==> config.mk <==
export PLATFORM = sky130hd
export DESIGN_NAME = button_debounce_hold_detector
export DESIGN_NICKNAME = d
export VERILOG_FILES = /design/src/sv/bdh_pkg.sv /design/src/sv/button_debounce_hold_detector.sv /design/src/sv/bdh_csr.sv /design/src/sv/bdh_in_stage.sv /design/src/sv/bdh_core.sv
export VERILOG_INCLUDE_DIRS = /design/src /design/src/sv
export SDC_FILE = /design/constraint.sdc
export NUM_CORES = 1
export LEC_CHECK = 0
export ABC_CLOCK_PERIOD_IN_PS = 7800
export BUFFER_PORTS_ARGS = -buffer_cell sky130_fd_sc_hd__buf_2
export CORE_ASPECT_RATIO = 1.4
export CORE_MARGIN = 2
export CORE_UTILIZATION = 44
export DETAILED_ROUTE_END_ITERATION = 6
export GPL_ROUTABILITY_DRIVEN = 0
export PLACE_DENSITY = 0.68
export SKIP_LAST_GASP = 1
export SLEW_MARGIN = 25
export SYNTH_ARGS = -nofsm -noshare
export SYNTH_HDL_FRONTEND = slang
export SYNTH_SLANG_ARGS = --single-unit
==> constraint.sdc <==
create_clock -name clock -period 7.8 [get_ports clock]
set_input_delay 1.17 -clock clock [delete_from_list [all_inputs] [get_ports clock]]
set_output_delay 1.17 -clock clock [all_outputs]
set_load 0.005 [all_outputs]
==> src/sv/button_debounce_hold_detector_macros.svh <==
// Assertion macros of the button debounce and hold detector RTL, used by bdh_core.
// Self-contained; take it in with an include of the bare file name.
`ifndef BUTTON_DEBOUNCE_HOLD_DETECTOR_MACROS_SVH
`define BUTTON_DEBOUNCE_HOLD_DETECTOR_MACROS_SVH

// Check an expression at every rising clock edge outside reset.
`define BDH_ASSERT_ALWAYS(label, clk, rst, expr) \
   label: assert property (@(posedge clk) disable iff (rst) (expr)) \
      else $error("bdh assertion failed");

// Check that a condition is followed by a consequence in the next cycle.
`define BDH_ASSERT_NEXT(label, clk, rst, ante, cons) \
   label: assert property (@(posedge clk) disable iff (rst) (ante) |=> (cons)) \
      else $error("bdh assertion failed");

`endif

==> src/sv/bdh_pkg.sv <==
// Shared types and constants of the button debounce and hold detector.
// No dependencies; every module of the block imports it.
package bdh_pkg;

   localparam int unsigned DEBOUNCE_W = 16;
   localparam int unsigned TIME_W     = 32;
   localparam int unsigned ANALOG_W   = 10;
   localparam int unsigned CSR_ADDR_W = 2;
   localparam int unsigned CSR_DATA_W = 32;
   localparam int unsigned REQ_DATA_W = 48;
   localparam int unsigned RSP_DATA_W = 8;

   // Analog samples strictly above this read as a high level
   localparam logic [ANALOG_W-1:0] ANALOG_THRESHOLD = 10'd512;

   localparam logic [DEBOUNCE_W-1:0] DEBOUNCE_RESET = 16'd50;
   localparam logic [TIME_W-1:0]     HOLD_RESET     = 32'd500;

   // Configuration register indexes
   typedef enum logic [CSR_ADDR_W-1:0] {
      REG_DEBOUNCE_MS  = 2'd0,
      REG_HOLD_MS      = 2'd1,
      REG_INVERT_LEVEL = 2'd2,
      REG_USE_ANALOG   = 2'd3
   } reg_index_type;

   typedef struct packed {
      logic [DEBOUNCE_W-1:0] debounce_ms;
      logic [TIME_W-1:0]     hold_ms;
      logic                  invert_level;
      logic                  use_analog;
   } cfg_type;

   // Qualified poll handed from the input stage to the core
   typedef struct packed {
      logic              raw;
      logic [TIME_W-1:0] now_ms;
   } poll_type;

   // Result fields, first field in the highest bit
   typedef struct packed {
      logic hold_start_event;
      logic release_event;
      logic press_event;
      logic held;
      logic pressed;
   } result_type;

endpackage

==> src/sv/button_debounce_hold_detector.sv <==
// Path: a poll beat is registered in the input stage and then in the result register, from which
// its result beat is handed over on the result channel.
// Throughput: one poll per cycle while the result channel does not stall; the debounce and hold
// timers update through three 32-bit subtract-and-compare paths side by side.
// Reset: synchronous, active high; clears the timers, the debounced and held state,
// both stage valids, and loads the register defaults (debounce 50 ms, hold 500 ms).
module button_debounce_hold_detector
   import bdh_pkg::*;
(
   input  logic                  clock,
   input  logic                  reset,
   // Poll channel
   input  logic                  req_tvalid,
   output logic                  req_tready,
   // digital_level, analog_level[9:0], now_ms[31:0], zero pad
   input  logic [REQ_DATA_W-1:0] req_tdata,
   // Result channel
   output logic                  rsp_tvalid,
   input  logic                  rsp_tready,
   // pressed, held, press_event, release_event, hold_start_event, zero pad
   output logic [RSP_DATA_W-1:0] rsp_tdata,
   // Register write port
   input  logic                  csr_we,
   input  logic [CSR_ADDR_W-1:0] csr_addr,
   input  logic [CSR_DATA_W-1:0] csr_wdata
);

   cfg_type  cfg;
   poll_type poll;
   logic     poll_valid;
   logic     poll_take;

   bdh_csr u_csr (
      .clock     (clock),
      .reset     (reset),
      .csr_we    (csr_we),
      .csr_addr  (csr_addr),
      .csr_wdata (csr_wdata),
      .cfg       (cfg)
   );

   bdh_in_stage u_in_stage (
      .clock      (clock),
      .reset      (reset),
      .cfg        (cfg),
      .req_tvalid (req_tvalid),
      .req_tready (req_tready),
      .req_tdata  (req_tdata),
      .poll_valid (poll_valid),
      .poll       (poll),
      .poll_take  (poll_take)
   );

   bdh_core u_core (
      .clock      (clock),
      .reset      (reset),
      .cfg        (cfg),
      .poll_valid (poll_valid),
      .poll       (poll),
      .poll_take  (poll_take),
      .rsp_tvalid (rsp_tvalid),
      .rsp_tready (rsp_tready),
      .rsp_tdata  (rsp_tdata)
   );

endmodule

==> src/sv/bdh_csr.sv <==
// Configuration registers of the button debounce and hold detector.
// Depends on bdh_pkg for the register indexes and the cfg_type struct.
module bdh_csr
   import bdh_pkg::*;
(
   input  logic                  clock,
   input  logic                  reset,
   input  logic                  csr_we,
   input  logic [CSR_ADDR_W-1:0] csr_addr,
   input  logic [CSR_DATA_W-1:0] csr_wdata,
   output cfg_type               cfg
);

   cfg_type cfg_ff;
   cfg_type cfg_in;

   // Decode the write into the addressed register
   always_comb begin
      cfg_in = cfg_ff;
      if (csr_we) begin
         unique case (reg_index_type'(csr_addr))
            REG_DEBOUNCE_MS:  cfg_in.debounce_ms  = csr_wdata[DEBOUNCE_W-1:0];
            REG_HOLD_MS:      cfg_in.hold_ms      = csr_wdata[TIME_W-1:0];
            REG_INVERT_LEVEL: cfg_in.invert_level = csr_wdata[0];
            REG_USE_ANALOG:   cfg_in.use_analog   = csr_wdata[0];
            default:          cfg_in = cfg_ff;
         endcase
      end
   end

   always_ff @(posedge clock) begin
      if (reset) begin
         cfg_ff.debounce_ms  <= DEBOUNCE_RESET;
         cfg_ff.hold_ms      <= HOLD_RESET;
         cfg_ff.invert_level <= 1'b0;
         cfg_ff.use_analog   <= 1'b0;
      end else begin
         cfg_ff <= cfg_in;
      end
   end

   assign cfg = cfg_ff;

endmodule

==> src/sv/bdh_in_stage.sv <==
// Input register: takes one poll beat, derives the raw level and holds it.
// Depends on bdh_pkg for widths, the analog threshold and poll_type.
module bdh_in_stage
   import bdh_pkg::*;
(
   input  logic                  clock,
   input  logic                  reset,
   input  cfg_type               cfg,
   input  logic                  req_tvalid,
   output logic                  req_tready,
   input  logic [REQ_DATA_W-1:0] req_tdata,
   output logic                  poll_valid,
   output poll_type              poll,
   input  logic                  poll_take
);

   logic                valid_ff;
   logic                valid_in;
   poll_type            poll_ff;
   logic                digital_level;
   logic [ANALOG_W-1:0] analog_level;
   logic [TIME_W-1:0]   now_ms;
   logic                level;

   // Unpack the beat
   assign digital_level = req_tdata[0];
   assign analog_level  = req_tdata[ANALOG_W:1];
   assign now_ms        = req_tdata[ANALOG_W+TIME_W:ANALOG_W+1];

   // Pick the level source, then apply the polarity
   assign level = cfg.use_analog ? (analog_level > ANALOG_THRESHOLD) : digital_level;

   // Accept whenever the stage is empty or drains this cycle
   assign req_tready = !valid_ff || poll_take;

   always_comb begin
      valid_in = valid_ff;
      if (req_tready) begin
         valid_in = req_tvalid;
      end
   end

   always_ff @(posedge clock) begin
      if (reset) begin
         valid_ff <= 1'b0;
      end else begin
         valid_ff <= valid_in;
      end
   end

   // Hold the payload until the core takes it
   always_ff @(posedge clock) begin
      if (req_tready && req_tvalid) begin
         poll_ff.raw    <= level ^ cfg.invert_level;
         poll_ff.now_ms <= now_ms;
      end
   end

   assign poll_valid = valid_ff;
   assign poll       = poll_ff;

endmodule

==> src/sv/bdh_core.sv <==
// Debounce and hold state, and the result register of the detector.
// Depends on bdh_pkg and on button_debounce_hold_detector_macros.svh.
`include "button_debounce_hold_detector_macros.svh"
module bdh_core
   import bdh_pkg::*;
(
   input  logic                  clock,
   input  logic                  reset,
   input  cfg_type               cfg,
   input  logic                  poll_valid,
   input  poll_type              poll,
   output logic                  poll_take,
   output logic                  rsp_tvalid,
   input  logic                  rsp_tready,
   output logic [RSP_DATA_W-1:0] rsp_tdata
);

   logic              last_raw_ff, last_raw_in;
   logic              pressed_ff, pressed_in;
   logic              held_ff, held_in;
   logic [TIME_W-1:0] press_start_ff, press_start_in;
   logic [TIME_W-1:0] release_start_ff, release_start_in;
   logic [TIME_W-1:0] hold_start_ff, hold_start_in;
   logic              rsp_valid_ff, rsp_valid_in;
   result_type        result_ff, result_in;
   logic [TIME_W-1:0] press_elapsed;
   logic [TIME_W-1:0] release_elapsed;
   logic [TIME_W-1:0] hold_elapsed;
   logic              debounce_done_press;
   logic              debounce_done_release;
   logic              hold_done;
   logic              advance;

   // Advance when a poll waits and the result register is free or drains
   assign advance   = poll_valid && (!rsp_valid_ff || rsp_tready);
   assign poll_take = advance;

   // Elapsed times wrap modulo 2^32
   assign press_elapsed   = poll.now_ms - press_start_ff;
   assign release_elapsed = poll.now_ms - release_start_ff;
   assign hold_elapsed    = poll.now_ms - hold_start_ff;
   assign debounce_done_press   = press_elapsed >= TIME_W'(cfg.debounce_ms);
   assign debounce_done_release = release_elapsed >= TIME_W'(cfg.debounce_ms);
   assign hold_done             = hold_elapsed >= cfg.hold_ms;

   // Next debounce and hold state for the current poll
   always_comb begin
      last_raw_in      = last_raw_ff;
      pressed_in       = pressed_ff;
      held_in          = held_ff;
      press_start_in   = press_start_ff;
      release_start_in = release_start_ff;
      hold_start_in    = hold_start_ff;
      if (advance) begin
         last_raw_in = poll.raw;
         // Restart the timer on a new level, qualify on a repeated one
         if (poll.raw) begin
            if (!last_raw_ff) begin
               press_start_in = poll.now_ms;
            end else if (debounce_done_press) begin
               pressed_in = 1'b1;
            end
         end else begin
            if (last_raw_ff) begin
               release_start_in = poll.now_ms;
            end else if (debounce_done_release) begin
               pressed_in = 1'b0;
            end
         end
         // Hold timer starts on the poll on which the press qualifies
         if (pressed_in) begin
            if (!pressed_ff) begin
               hold_start_in = poll.now_ms;
            end else if (hold_done) begin
               held_in = 1'b1;
            end
         end else begin
            held_in = 1'b0;
         end
      end
   end

   // Result of the current poll
   always_comb begin
      result_in.pressed          = pressed_in;
      result_in.held             = held_in;
      result_in.press_event      = pressed_in && !pressed_ff;
      result_in.release_event    = !pressed_in && pressed_ff;
      result_in.hold_start_event = held_in && !held_ff;
   end

   always_comb begin
      rsp_valid_in = rsp_valid_ff;
      if (advance) begin
         rsp_valid_in = 1'b1;
      end else if (rsp_tready) begin
         rsp_valid_in = 1'b0;
      end
   end

   always_ff @(posedge clock) begin
      if (reset) begin
         last_raw_ff      <= 1'b0;
         pressed_ff       <= 1'b0;
         held_ff          <= 1'b0;
         press_start_ff   <= '0;
         release_start_ff <= '0;
         hold_start_ff    <= '0;
         rsp_valid_ff     <= 1'b0;
      end else begin
         last_raw_ff      <= last_raw_in;
         pressed_ff       <= pressed_in;
         held_ff          <= held_in;
         press_start_ff   <= press_start_in;
         release_start_ff <= release_start_in;
         hold_start_ff    <= hold_start_in;
         rsp_valid_ff     <= rsp_valid_in;
      end
   end

   // Load the result beat
   always_ff @(posedge clock) begin
      if (advance) begin
         result_ff <= result_in;
      end
   end

   assign rsp_tvalid = rsp_valid_ff;
   assign rsp_tdata  = {{(RSP_DATA_W - $bits(result_type)){1'b0}}, result_ff};

   `BDH_ASSERT_ALWAYS(a_held_needs_pressed, clock, reset, !held_ff || pressed_ff)
   `BDH_ASSERT_NEXT(a_advance_loads_result, clock, reset, advance, rsp_valid_ff)
   `BDH_ASSERT_ALWAYS(a_events_exclusive, clock, reset,
      !rsp_valid_ff || !(result_ff.press_event && result_ff.release_event))
   `BDH_ASSERT_ALWAYS(a_hold_event_held, clock, reset,
      !rsp_valid_ff || !result_ff.hold_start_event || result_ff.held)

endmodule
[After elaboration in Yosys (flattened, before gate mapping)]
Index checks and enable logic that the tools add are counted.
Storage, ports and cells
  flip-flop bits (word level): 189
  input bits: 87
  output and inout bits: 10
  logic and storage cells: 68
Cells by class
  add/sub/neg operators: 3
  order comparisons: 4
  equal/unequal tests: 3
  mux-type cells: 14
  bitwise operators: 4
  reduce and logical (&&, ||, !) cells: 21
Operators with widths (number)
  subtractor 32 bit: 3
  greater-or-equal comparator 32 x 16 -> 1 bit: 2
  greater-or-equal comparator 32 bit: 1
  two-way mux 1 bit: 14
  greater-than comparator 10 bit, second input constant: 1
  AND reduction 3 bit: 3
  AND reduction 2 bit: 4
  logical AND 1 bit: 5
  logical NOT 1 bit: 5
  == test 2 bit, second input constant: 2
  NOT 1 bit: 3
  == test 2 x 1 -> 1 bit, second input constant: 1
  logical NOT 2 bit: 1
  logical OR 1 bit: 2
  nonzero test 2 bit: 1
  bitwise XOR 1 bit: 1

[Depth between registers and ports, before layout]
  depth in word-level cells: 9
  depth in mapped cells: 25
  gate-level depth less buffers: 25

[By module]
Synthesis repeated with hierarchy kept, for this count alone.
Second synthesis, totals
  cells, all modules: 1686
  area total of the unflattened synthesis: 13950.9 µm²
By module, submodules not included
  bdh_core: times used 1, cells an instance 1429, area each 10660.2 µm², sequential area each 2152.1 µm²
  bdh_csr: times used 1, cells an instance 207, area each 2160.8 µm², sequential area each 1001.0 µm²
  bdh_in_stage: times used 1, cells an instance 50, area each 1129.8 µm², sequential area each 1011.0 µm²

[Worst setup path after synthesis]
No wires, ideal clock.
  path type: register to register
  start point: register u_in_stage.poll_ff, in the netlist u_in_stage.poll[1]
  end point: register u_core.result_ff, in the netlist u_core.rsp_tdata[3], data pin
  library setup time: 0.261 ns
  data arrival time: 4.865 ns
  required time: 7.539 ns
  setup slack: 2.675 ns
  stages on the path, launching flop included: 24
  path buffers: 0
  clock period less this slack: 5.125 ns
  cell sequence: edfxtp_1 > ha_1 > nor2b_1 > o31a_1 > o21a_1 > o21a_1 > o21ai_0 > nand2_1 > a21o_1 > a21oi_1 > o21bai_1 > a21o_1 > xor2_1 > ha_1 > nand4_1 > nor2_1 > a211oi_1 > o22ai_1 > or4_1 > or4_1 > a2111oi_2 > nand4_1 > o21ai_2 > nor3_1
RTL lines
  start, declared: line bdh_in_stage.sv:19  | poll_type poll_ff;
  end signal, assigned: line bdh_core.sv:124  | result_ff <= result_in;
  end, declared: line bdh_core.sv:25  | result_type result_ff, result_in;

[Worst setup path in the final report]
  start point: register u_in_stage.poll_ff, in the netlist u_in_stage.poll[1]
  end point: register u_core.held_ff
On the way
  word-level cells in the longest chain between the ends: 8
RTL lines
  subtractor 32 bit (on tied branches): line bdh_core.sv:40, bdh_core.sv:39
  greater-or-equal comparator 32 x 16 -> 1 bit (on tied branches): line bdh_core.sv:43, bdh_core.sv:42
  two-way mux 1 bit (on tied branches): line bdh_core.sv:66, bdh_core.sv:60
  two-way mux 1 bit (on tied branches): line bdh_core.sv:64, bdh_core.sv:58
  two-way mux 1 bit: line bdh_core.sv:57  | if (poll.raw) begin
  two-way mux 1 bit: line bdh_core.sv:54  | if (advance) begin
  two-way mux 1 bit *: line bdh_core.sv:71  | if (pressed_in) begin
  two-way mux 1 bit *: line bdh_core.sv:54
  end signal, assigned: line bdh_core.sv:113  | held_ff <= held_in;
  end, declared: line bdh_core.sv:20  | logic held_ff, held_in;
Every way passes the cells marked *; elsewhere a longest branch is shown, timed or not. The select of a mux whose other input is x is not followed.
A chain may end at the register's enable or synchronous reset.

==> impl_metrics.env <==
export IMPL_status="complete, no violations"
export IMPL_synth_flop_cell="dfxtp_1"
export IMPL_chipHeight_um=215
export IMPL_reg2reg_slack_ps=1880
export IMPL_coreArea_sq_um=31400
export IMPL_rows=77
export IMPL_antenna_found_initial=0
export IMPL_power_density_nw_per_um2=166
export IMPL_route_detailed_drc=0
export IMPL_synthArstFlopShare_pct=0
export IMPL_slowest_stage="edfxtp_1"
export IMPL_synthToLayoutAreaGrowth_pct=9.02
export IMPL_placed_cells=2196
export IMPL_die_area_sq_um=33200
export IMPL_worstHoldEndpoint="u_core.release_start_ff[29]"
export IMPL_wl_per_cell_um=16.3
export IMPL_setup_viol_count_final=0
export IMPL_p_leak_nw=5.67
export IMPL_synth_area_leaders="dfxtp_1 (22%), ha_1 (14%), edfxtp_1 (8.2%)"
export IMPL_clock_latency_ps=460
export IMPL_ctsLongestPathBuffers=2
export IMPL_overflow=0
export IMPL_worst_setup_hold_path_clk_slew_ps=70
export IMPL_yosysWarnings=0
export IMPL_synthTopCellsByCount="nand2_1 (298), a21oi_1 (206), inv_1 (166)"
export IMPL_portBuffers=88
export IMPL_cp_max_fo=9
export IMPL_drt_iter0_markers=655
export IMPL_dpl_hpwl_mm=27.8
export IMPL_path_cells="ha_1 > nor2b_1 > o31a_1 > o21a_1 > o21a_1 > o21ai_0 > nand2_1 > a21o_1 > a21oi_1 > o21bai_1 > a21o_1 > xor2_1 > ha_1 > nand4_1 > nor2_1 > a211oi_1 > o22ai_1 > or4_1 > or4_1 > a2111oi_2 > nand4_1 > o21ai_2 > a22oi_1 > a21oi_1"
export IMPL_start_util_pct=44.4
export IMPL_ir_worst_vdd_mv=0.140
export IMPL_required_ps=8190
export IMPL_root_buffer="clkbuf_16"
export IMPL_cts_buffers=17
export IMPL_vias_per_cell=5.63
export IMPL_worstMarginPinSlew_ps=868
export IMPL_drt_wl_total_mm=36.2
export IMPL_finalMaxSlewViolations=0
export IMPL_yosys_register_bits=189
export IMPL_crit_type="flip-flop to flip-flop"
export IMPL_fill_cells=3080
export IMPL_dr_pass1_iters=5
export IMPL_rsz0062_at_grt="false"
export IMPL_dieWidth_um=154
export IMPL_postCtsSetupBuffers=0
export IMPL_cp_start_kind="flip-flop"
export IMPL_nNetsFinal=2068
export IMPL_min_path_type="flip-flop to flip-flop"
export IMPL_reg2reg_depth=24
export IMPL_synth_top_cell_area_share_pct=21.7
export IMPL_io_pins=97
export IMPL_cts_tree="yes"
export IMPL_drv_cap=0
export IMPL_ant_nets=0
export IMPL_min_from="u_core.release_start_ff[29]"
export IMPL_end_kind="flip-flop"
export IMPL_synth_avg_cell_area_sq_um=7.84
export IMPL_r2r_end="u_core.held_ff"
export IMPL_vias=12500
export IMPL_grt_pass1_vias=11900
export IMPL_drive_above_1_share_pct=8.51
export IMPL_total_power_mw=2.52
export IMPL_slew_headroom_pct=42.1
export IMPL_yosysUniqueCellTypes=85
export IMPL_cts_hold_buf=0
export IMPL_grt_max_degree=101
export IMPL_max_stage_delay_ps=600
export IMPL_skew_ps=13.1
export IMPL_grt_usage_pct=21.8
export IMPL_period_needed_ps=5920
export IMPL_yosysTopAreaCell="dfxtp_1"
export IMPL_synthCells=1778
export IMPL_fmax_mhz=169
export IMPL_cts_resized=0
export IMPL_clock_sinks=189
export IMPL_insertedDiodeCount=0
export IMPL_min_path_cells=2
export IMPL_setup_tns_final_ps=0
export IMPL_yosysMostFrequentCell="nand2_1"
export IMPL_cp_data_arrival_time_ps=6310
export IMPL_ys_seq_area_share_pct=29.9
export IMPL_period_share_pct=75.9
export IMPL_hold_violations=0
export IMPL_fin_cells=2229
export IMPL_reg2reg_from="u_in_stage.poll[1]"
export IMPL_syn_area_sq_um=13900
export IMPL_grt_pass1_wl_mm=58.5
export IMPL_cts_max_level=4
export IMPL_synth_edf_count=38
## cells by family after synthesis
kind of cell               share of synthesized area [%]
AOI/OAI and AO/OA                                   22.8
xor gates and xnor gates                            3.83
adders and majority gates                           14.5
buffers and inverters                               6.94
DFF                                                 29.9
muxes                                               3.32
other                                             0.0269
and+or+nand+nor                                     18.7
## per-layer routing
layer  global-route usage, %  part of all wire [%]  up-vias
met3                    3.03                   3.0       94
met4                    14.1                   6.2        0
met1                    24.1                    41     5834
li1                        -                     -     6350
met2                    38.8                    50      267
met5                       0                     0        -
## critical path, delay by kind of cell (launching register included)
kind / cells / cell delay (ps)
flip-flops: 1 / 600
adder cells (fa/ha/maj): 2 / 650
AO/OA/AOI/OAI: 14 / 2740
AND/OR/NAND/NOR: 7 / 1710
XOR/XNOR: 1 / 140
## layout by cell type, fill, tap and decap left out, types with 7 or more instances in the layout
cell	count
o21bai_1	21
inv_1	166
nor2b_1	10
ha_1	157
edfxtp_1	38
nor3_1	23
nand3_1	21
o2111ai_1	8
a21o_1	41
nor4_1	7
a211oi_1	22
nand4_1	27
o31ai_1	8
nor2_1	119
dfxtp_1	151
o211ai_1	24
xor2_1	24
or3_1	14
and3_1	8
buf_2	87
mux2i_1	44
nand2_1	298
o21ai_0	59
a21oi_1	206
o21a_1	24
clkbuf_16	17
xnor2_1	37
nand2b_1	19
a31oi_1	12
## stage by stage
stage	hold WS [ps]	util (%)	setup slack (ps)	cell area, sq um
floorplan	436	-	2670	14000
global placement	442	46.5	1960	14600
detailed placement	447	46.6	1860	14600
CTS	457	48.4	1840	15200
global route	471	48.4	1500	15200
finish	454	48.4	1880	15200
## how the worst max path moves through the flow
stage	start	endpoint	slack, ps	cells past startpoint
6_report	u_in_stage.poll[1]	u_core.held_ff	1880	24
4_1_cts	u_in_stage.poll[1]	u_core.held_ff	1840	24
5_1_grt	u_in_stage.poll[1]	u_core.held_ff	1500	24
2_1_floorplan	u_in_stage.poll[1]	u_core.rsp_tdata[3]	2670	23
3_3_place_gp	u_in_stage.poll[1]	u_core.held_ff	1960	24
3_5_place_dp	u_in_stage.poll[1]	u_core.held_ff	1860	24
## layout make-up
type                            instances  area (sq um)  share of cell area [%]
Multi-Input combinational cell       1351          8850                    58.2
Sequential cell                       189          4160                    27.4
Inverter                              167           627                    4.12
Timing Repair Buffer                   95           503                    3.31
Tap cell                              395           494                    3.25
Clock buffer                           17           425                    2.80
Clock inverter                         15           144                   0.946
## state kept, by name (all words and copies together), names as in the netlist
register,flops
u_csr.cfg,50
u_in_stage.poll,33
u_core.hold_start_ff,32
u_core.press_start_ff,32
u_core.release_start_ff,32
u_core.rsp_tdata,5
u_core.held_ff,1
u_core.last_raw_ff,1
u_core.pressed_ff,1
u_core.rsp_tvalid,1
u_in_stage.poll_valid,1
## power by group
part	leakage (nW)	internal, mW	switching, mW	total (mW)
sequential	1.59	1.03	0.0369	1.06
combinational	3.80	0.243	0.345	0.587
clock	0.274	0.426	0.439	0.865
No activity file was read; power rests on OpenSTA's default activity.
